`src/rtl/core/oui_pkg.sv`:
```
`default_nettype none
package oui_pkg;

	// table geometry
	localparam int TABLE_DEPTH = 32768;
	localparam int ADDR_W      = (TABLE_DEPTH > 1) ? $clog2(TABLE_DEPTH) : 1;
	localparam int PTR_W       = ADDR_W + 1;

	// fixed field widths
	localparam int IDX_W  = 15;
	localparam int KEY_W  = 24;
	localparam int WIDE_W = 17;

	// configuration register indexes
	localparam int CFG_IDX_W = 1;
	localparam logic [CFG_IDX_W-1:0] CFG_SEARCH_FIRST = 1'd0;
	localparam logic [CFG_IDX_W-1:0] CFG_SEARCH_LAST  = 1'd1;

	// request kinds
	localparam logic OP_WRITE  = 1'b0;
	localparam logic OP_SEARCH = 1'b1;

	typedef enum logic [1:0] {
		ST_IDLE,
		ST_ISSUE,
		ST_PROBE,
		ST_DONE
	} state_t;

	typedef struct packed {
		logic load;      // start a search: take bounds and key
		logic write;     // store key at entry index
		logic issue;     // first probe of a search
		logic probe;     // compare returned entry, step bounds
		logic hit;       // finish with a match at current probe
		logic miss;      // finish with no match
		logic out_load;  // move finished result to the output register
	} cmd_t;

	typedef struct packed {
		logic empty;       // range already empty at issue
		logic hit;         // probed entry equals key
		logic next_empty;  // range empty after this step
	} status_t;

	// saturate a configured bound to the last table index
	function automatic logic [ADDR_W-1:0] clamp_idx(input logic [IDX_W-1:0] v);
		logic [WIDE_W-1:0] w;
		logic [WIDE_W-1:0] top;
		w   = {{(WIDE_W-IDX_W){1'b0}}, v};
		top = WIDE_W'(TABLE_DEPTH - 1);
		if (w > top) begin
			w = top;
		end
		return w[ADDR_W-1:0];
	endfunction

endpackage
`default_nettype wire

```
`src/rtl/core/oui_ctrl.sv`:
```
`default_nettype none
module oui_ctrl
	import oui_pkg::*;
(
	input  wire logic    clk,
	input  wire logic    arst_n,
	input  wire logic    in_valid,
	input  wire logic    in_op,
	output logic         in_ready,
	output logic         out_valid,
	input  wire logic    out_ready,
	input  wire status_t sts,
	output cmd_t         cmd
);

	state_t state_q;
	state_t state_nxt;
	logic   out_valid_q;
	logic   in_fire;
	logic   out_free;

	assign in_fire   = in_valid && in_ready;
	assign out_free  = !out_valid_q || out_ready;
	assign out_valid = out_valid_q;

	always_comb begin
		state_nxt = state_q;
		case (state_q)
			ST_IDLE: begin
				if (in_fire) begin
					state_nxt = (in_op == OP_SEARCH) ? ST_ISSUE : ST_DONE;
				end
			end
			ST_ISSUE: begin
				state_nxt = sts.empty ? ST_DONE : ST_PROBE;
			end
			ST_PROBE: begin
				if (sts.hit || sts.next_empty) begin
					state_nxt = ST_DONE;
				end
			end
			ST_DONE: begin
				if (out_free) begin
					state_nxt = ST_IDLE;
				end
			end
			default: state_nxt = ST_IDLE;
		endcase
	end

	always_comb begin
		in_ready = 1'b0;
		cmd      = '0;
		case (state_q)
			ST_IDLE: begin
				in_ready  = 1'b1;
				cmd.load  = in_valid && (in_op == OP_SEARCH);
				cmd.write = in_valid && (in_op == OP_WRITE);
				cmd.miss  = in_valid && (in_op == OP_WRITE);
			end
			ST_ISSUE: begin
				cmd.issue = 1'b1;
				cmd.miss  = sts.empty;
			end
			ST_PROBE: begin
				cmd.probe = 1'b1;
				cmd.hit   = sts.hit;
				cmd.miss  = !sts.hit && sts.next_empty;
			end
			ST_DONE: begin
				cmd.out_load = out_free;
			end
			default: begin
				cmd = '0;
			end
		endcase
	end

	always_ff @(posedge clk or negedge arst_n) begin
		if (!arst_n) begin
			state_q     <= ST_IDLE;
			out_valid_q <= 1'b0;
		end else begin
			state_q <= state_nxt;
			if (cmd.out_load) begin
				out_valid_q <= 1'b1;
			end else if (out_ready) begin
				out_valid_q <= 1'b0;
			end
		end
	end

endmodule
`default_nettype wire

```
`config.mk`:
```
export PLATFORM = sky130hd
export DESIGN_NAME = oui_ctrl
export DESIGN_NICKNAME = d
export VERILOG_FILES = /design/src/rtl/core/oui_pkg.sv /design/src/rtl/core/oui_ctrl.sv
export SDC_FILE = /design/constraint.sdc
export NUM_CORES = 1
export LEC_CHECK = 0
export BUFFER_PORTS_ARGS = -buffer_cell sky130_fd_sc_hd__buf_2
export CORE_AREA = 2 2 39 41
export CTS_CLUSTER_DIAMETER = 120
export DETAILED_ROUTE_END_ITERATION = 7
export DIE_AREA = 0 0 41 43
export GPL_TIMING_DRIVEN = 1
export SLEW_MARGIN = 20
export SYNTH_ARGS = -nofsm -noshare
export SYNTH_HDL_FRONTEND = slang
export SYNTH_SLANG_ARGS = --single-unit
```
`constraint.sdc`:
```
create_clock -name clk -period 1.45 [get_ports clk]
set_input_delay 0.2175 -clock clk [delete_from_list [all_inputs] [get_ports clk]]
set_output_delay 0.2175 -clock clk [all_outputs]
set_load 0.01 [all_outputs]
```
==> flow_metrics.env <==
export IMPL_track_usage=0.121
export IMPL_clk_path_buf_depth=2
export IMPL_grt_pass1_vias=405
export IMPL_syn_cell_area_sq_um=332
export IMPL_fin_area_sq_um=706
export IMPL_slew_headroom=0.732
export IMPL_grt_max_degree=5
export IMPL_netlist_instances=33
export IMPL_clkPwrFrac=0.092
export IMPL_rsz0062_at_grt="true"
export IMPL_p_switching_uw=589
export IMPL_fin_util=0.510
export IMPL_pwr_share_seq=0.114
export IMPL_worstRegToRegCells=6
export IMPL_vias=362
export IMPL_start_kind="register"
export IMPL_cts_tree="done"
export IMPL_synth_fp_nets=47
export IMPL_htreeDepth=1
export IMPL_path_clk_slew_ns=0.04
export IMPL_setup_ws_ns=-0.171
export IMPL_cts_root_buffer="clkbuf_4"
export IMPL_grt_overflow=0
export IMPL_power_density_nw_per_um2=2190
export IMPL_die_h_microns=43
export IMPL_finalNetCount=84
export IMPL_cpMaxStageDelayCell="dfrtp_1"
export IMPL_final_cell_mix="13 x buf_2, 9 x buf_6, 9 x buf_4, 4 x ha_4, 3 x clkbuf_4"
export IMPL_grt_pass1_wl_microns=1520
export IMPL_die_area_sq_um=1760
export IMPL_grt_antenna_before_repair=0
export IMPL_path_class="register to output port"
export IMPL_synth_seq_cells=3
export IMPL_drv_slew=0
export IMPL_p_leak_nw=0.344
export IMPL_drtAntennaViolNets=0
export IMPL_via_per_inst=4.26
export IMPL_syn_area_per_cell_sq_um=10.0
export IMPL_finalHoldViolCount=0
export IMPL_rrSetupSlack_ns=-0.06
export IMPL_combPwrFrac=0.794
export IMPL_drive_above_1_share=0.768
export IMPL_max_cap_violations=0
export IMPL_syn_to_final_growth_pct=113
export IMPL_setup_viol=7
export IMPL_dp_cells=72
export IMPL_cp_num_buf_inv=2
export IMPL_r2r_end="state_q[0]"
export IMPL_holdCritPathClass="input port to async pin"
export IMPL_core_area_sq_um=1380
export IMPL_intPower_uw=954
export IMPL_final_min_clock_period_ns=1.62
export IMPL_violations="negative setup slack"
export IMPL_min_period_over_period=1.12
export IMPL_cp_max_fo=4
export IMPL_worst_endpoint_arrival_ns=1.40
export IMPL_r2r_start="state_q[1]"
export IMPL_crit_required_ns=1.23
export IMPL_drtIter0Drc=1
export IMPL_worstMarginPinSlew_ns=0.401
export IMPL_dpl_instance_area_sq_um=490
export IMPL_numPortBuffers=16
export IMPL_fmax_mhz=617
export IMPL_drc=0
export IMPL_wl_microns=945
export IMPL_status="finished, violations left"
export IMPL_place_gp_congestion=0.775
export IMPL_crit_family="flip-flops"
export IMPL_ir_drop_v=0.000885
export IMPL_wl_per_cell_microns=11.1
export IMPL_yosysUniqueCellTypes=19
export IMPL_mostFrequentLayoutCell="buf_2"
export IMPL_hpwl_microns=591
export IMPL_io_pins=17
export IMPL_antennaDiodeCount=0
export IMPL_tns_ns=-0.689
export IMPL_setup_worst_path_end_class="output port"
export IMPL_first_pass_iters=2
export IMPL_cts_buffers=3
export IMPL_fin_hold_ws_ns=0.305
export IMPL_crit_chain="inv_2 -> ha_4 -> nand2_4 -> o22a_1 -> a21oi_2 -> buf_2"
export IMPL_cts_sinks=3
export IMPL_row_count=14
export IMPL_fp_dieW_microns=41
export IMPL_synth_seq_area_share=0.226
export IMPL_instances_no_fill=85
export IMPL_start_util=0.240
export IMPL_swShare=0.382
export IMPL_clk_latency_ns=0.23
export IMPL_max_stage_delay_ns=0.38
export IMPL_yosysWarnings=0
export IMPL_worst_clock_skew_ns=0.00364
-- worst register-to-register path: cells and delay by family, from the launching register on --
family,cells,cell delay [ns]
AOI/OAI and AO/OA,1,0.15
buffers and inverters,2,0.23
DFF,1,0.42
adders and majority gates,1,0.15
and+or+nand+nor,2,0.50
-- sequential cells by signal, indices dropped and copies added, names as in the netlist --
register   cells
out_valid      1
state_q        2
-- worst max-delay path by stage --
stage | slack [ns] | to | startpoint | depth (start not counted)
5_1_grt | -0.23 | cmd[1] | state_q[0] | 6
4_1_cts | -0.16 | cmd[1] | state_q[0] | 6
3_5_place_dp | -0.01 | cmd[1] | state_q[0] | 6
3_3_place_gp | 0.004 | cmd[1] | state_q[0] | 6
6_report | -0.17 | cmd[1] | state_q[0] | 6
2_1_floorplan | 0.02 | cmd[1] | state_q[0] | 5
-- cells in the mapped netlist --
cell       instances  area share
ha_1               6        0.23
nand2_1            4       0.045
dfrtp_1            3        0.23
and2_1             2       0.038
inv_1              2       0.023
nand2b_1           2       0.038
nor2_1             2       0.023
a21oi_1            1       0.015
a2bb2oi_2          1       0.045
and3_1             1       0.019
and3b_4            1       0.038
mux2i_1            1       0.030
nor2b_1            1       0.019
nor3_2             1       0.030
nor3b_1            1       0.023
nor3b_4            1       0.057
nor4_4             1       0.064
o21ai_0            1       0.015
o22a_1             1       0.026
-- stage by stage --
stage                     total power, mW  setup slack (ns)
final                                1.54            -0.171
after global routing                 1.66            -0.230
after CTS                            1.33            -0.164
after detailed placement            0.925           -0.0117
after global placement              0.919           0.00373
after floorplan                     0.634            0.0235
-- cell type report --
type / instances / area [sq um]
sequential: 3 / 76.3
multi-input combinational: 28 / 332
timing repair buffer: 32 / 244
inverter: 2 / 7.51
clock buffer: 4 / 26.3
tap: 16 / 20.0
fill: 126 / 678
-- power groups by stage --
stage / Sequential (mW) / Clock, mW / Combinational, mW
finish: 0.175 / 0.143 / 1.23
global route: 0.180 / 0.150 / 1.33
CTS: 0.170 / 0.148 / 1.01
detailed placement: 0.172 / 0 / 0.753
global placement: 0.170 / 0 / 0.750
floorplan: 0.179 / 0 / 0.455
-- metal layers --
layer,track usage,vias to the layer above,routed length [microns]
met3,0.0314,0,27
met1,0.156,170,379
met4,0.0200,0,0
met5,0,-,0
met2,0.197,7,538
li1,-,185,-
-- what timing repair did --
action                                  4_1_cts  5_1_grt
endpoints found under the hold margin         3        0
buffers inserted                              7        3
gates resized for setup                      15       14
pin swaps                                     4        5
endpoints found under the setup margin        4        9
hold buffers                                  1        0
-- cells by family (layout without fill, tap and decap cells) --
family	Yosys count	count (layout)	synth area share
AO/OA/AOI/OAI	4	4	0.102
adder cells (fa/ha/maj)	6	6	0.226
buffers and inverters	2	38	0.0226
flip-flops	3	3	0.226
multiplexers	1	1	0.0302
AND/OR/NAND/NOR	17	17	0.392
(Power assumes the default switching activity.)
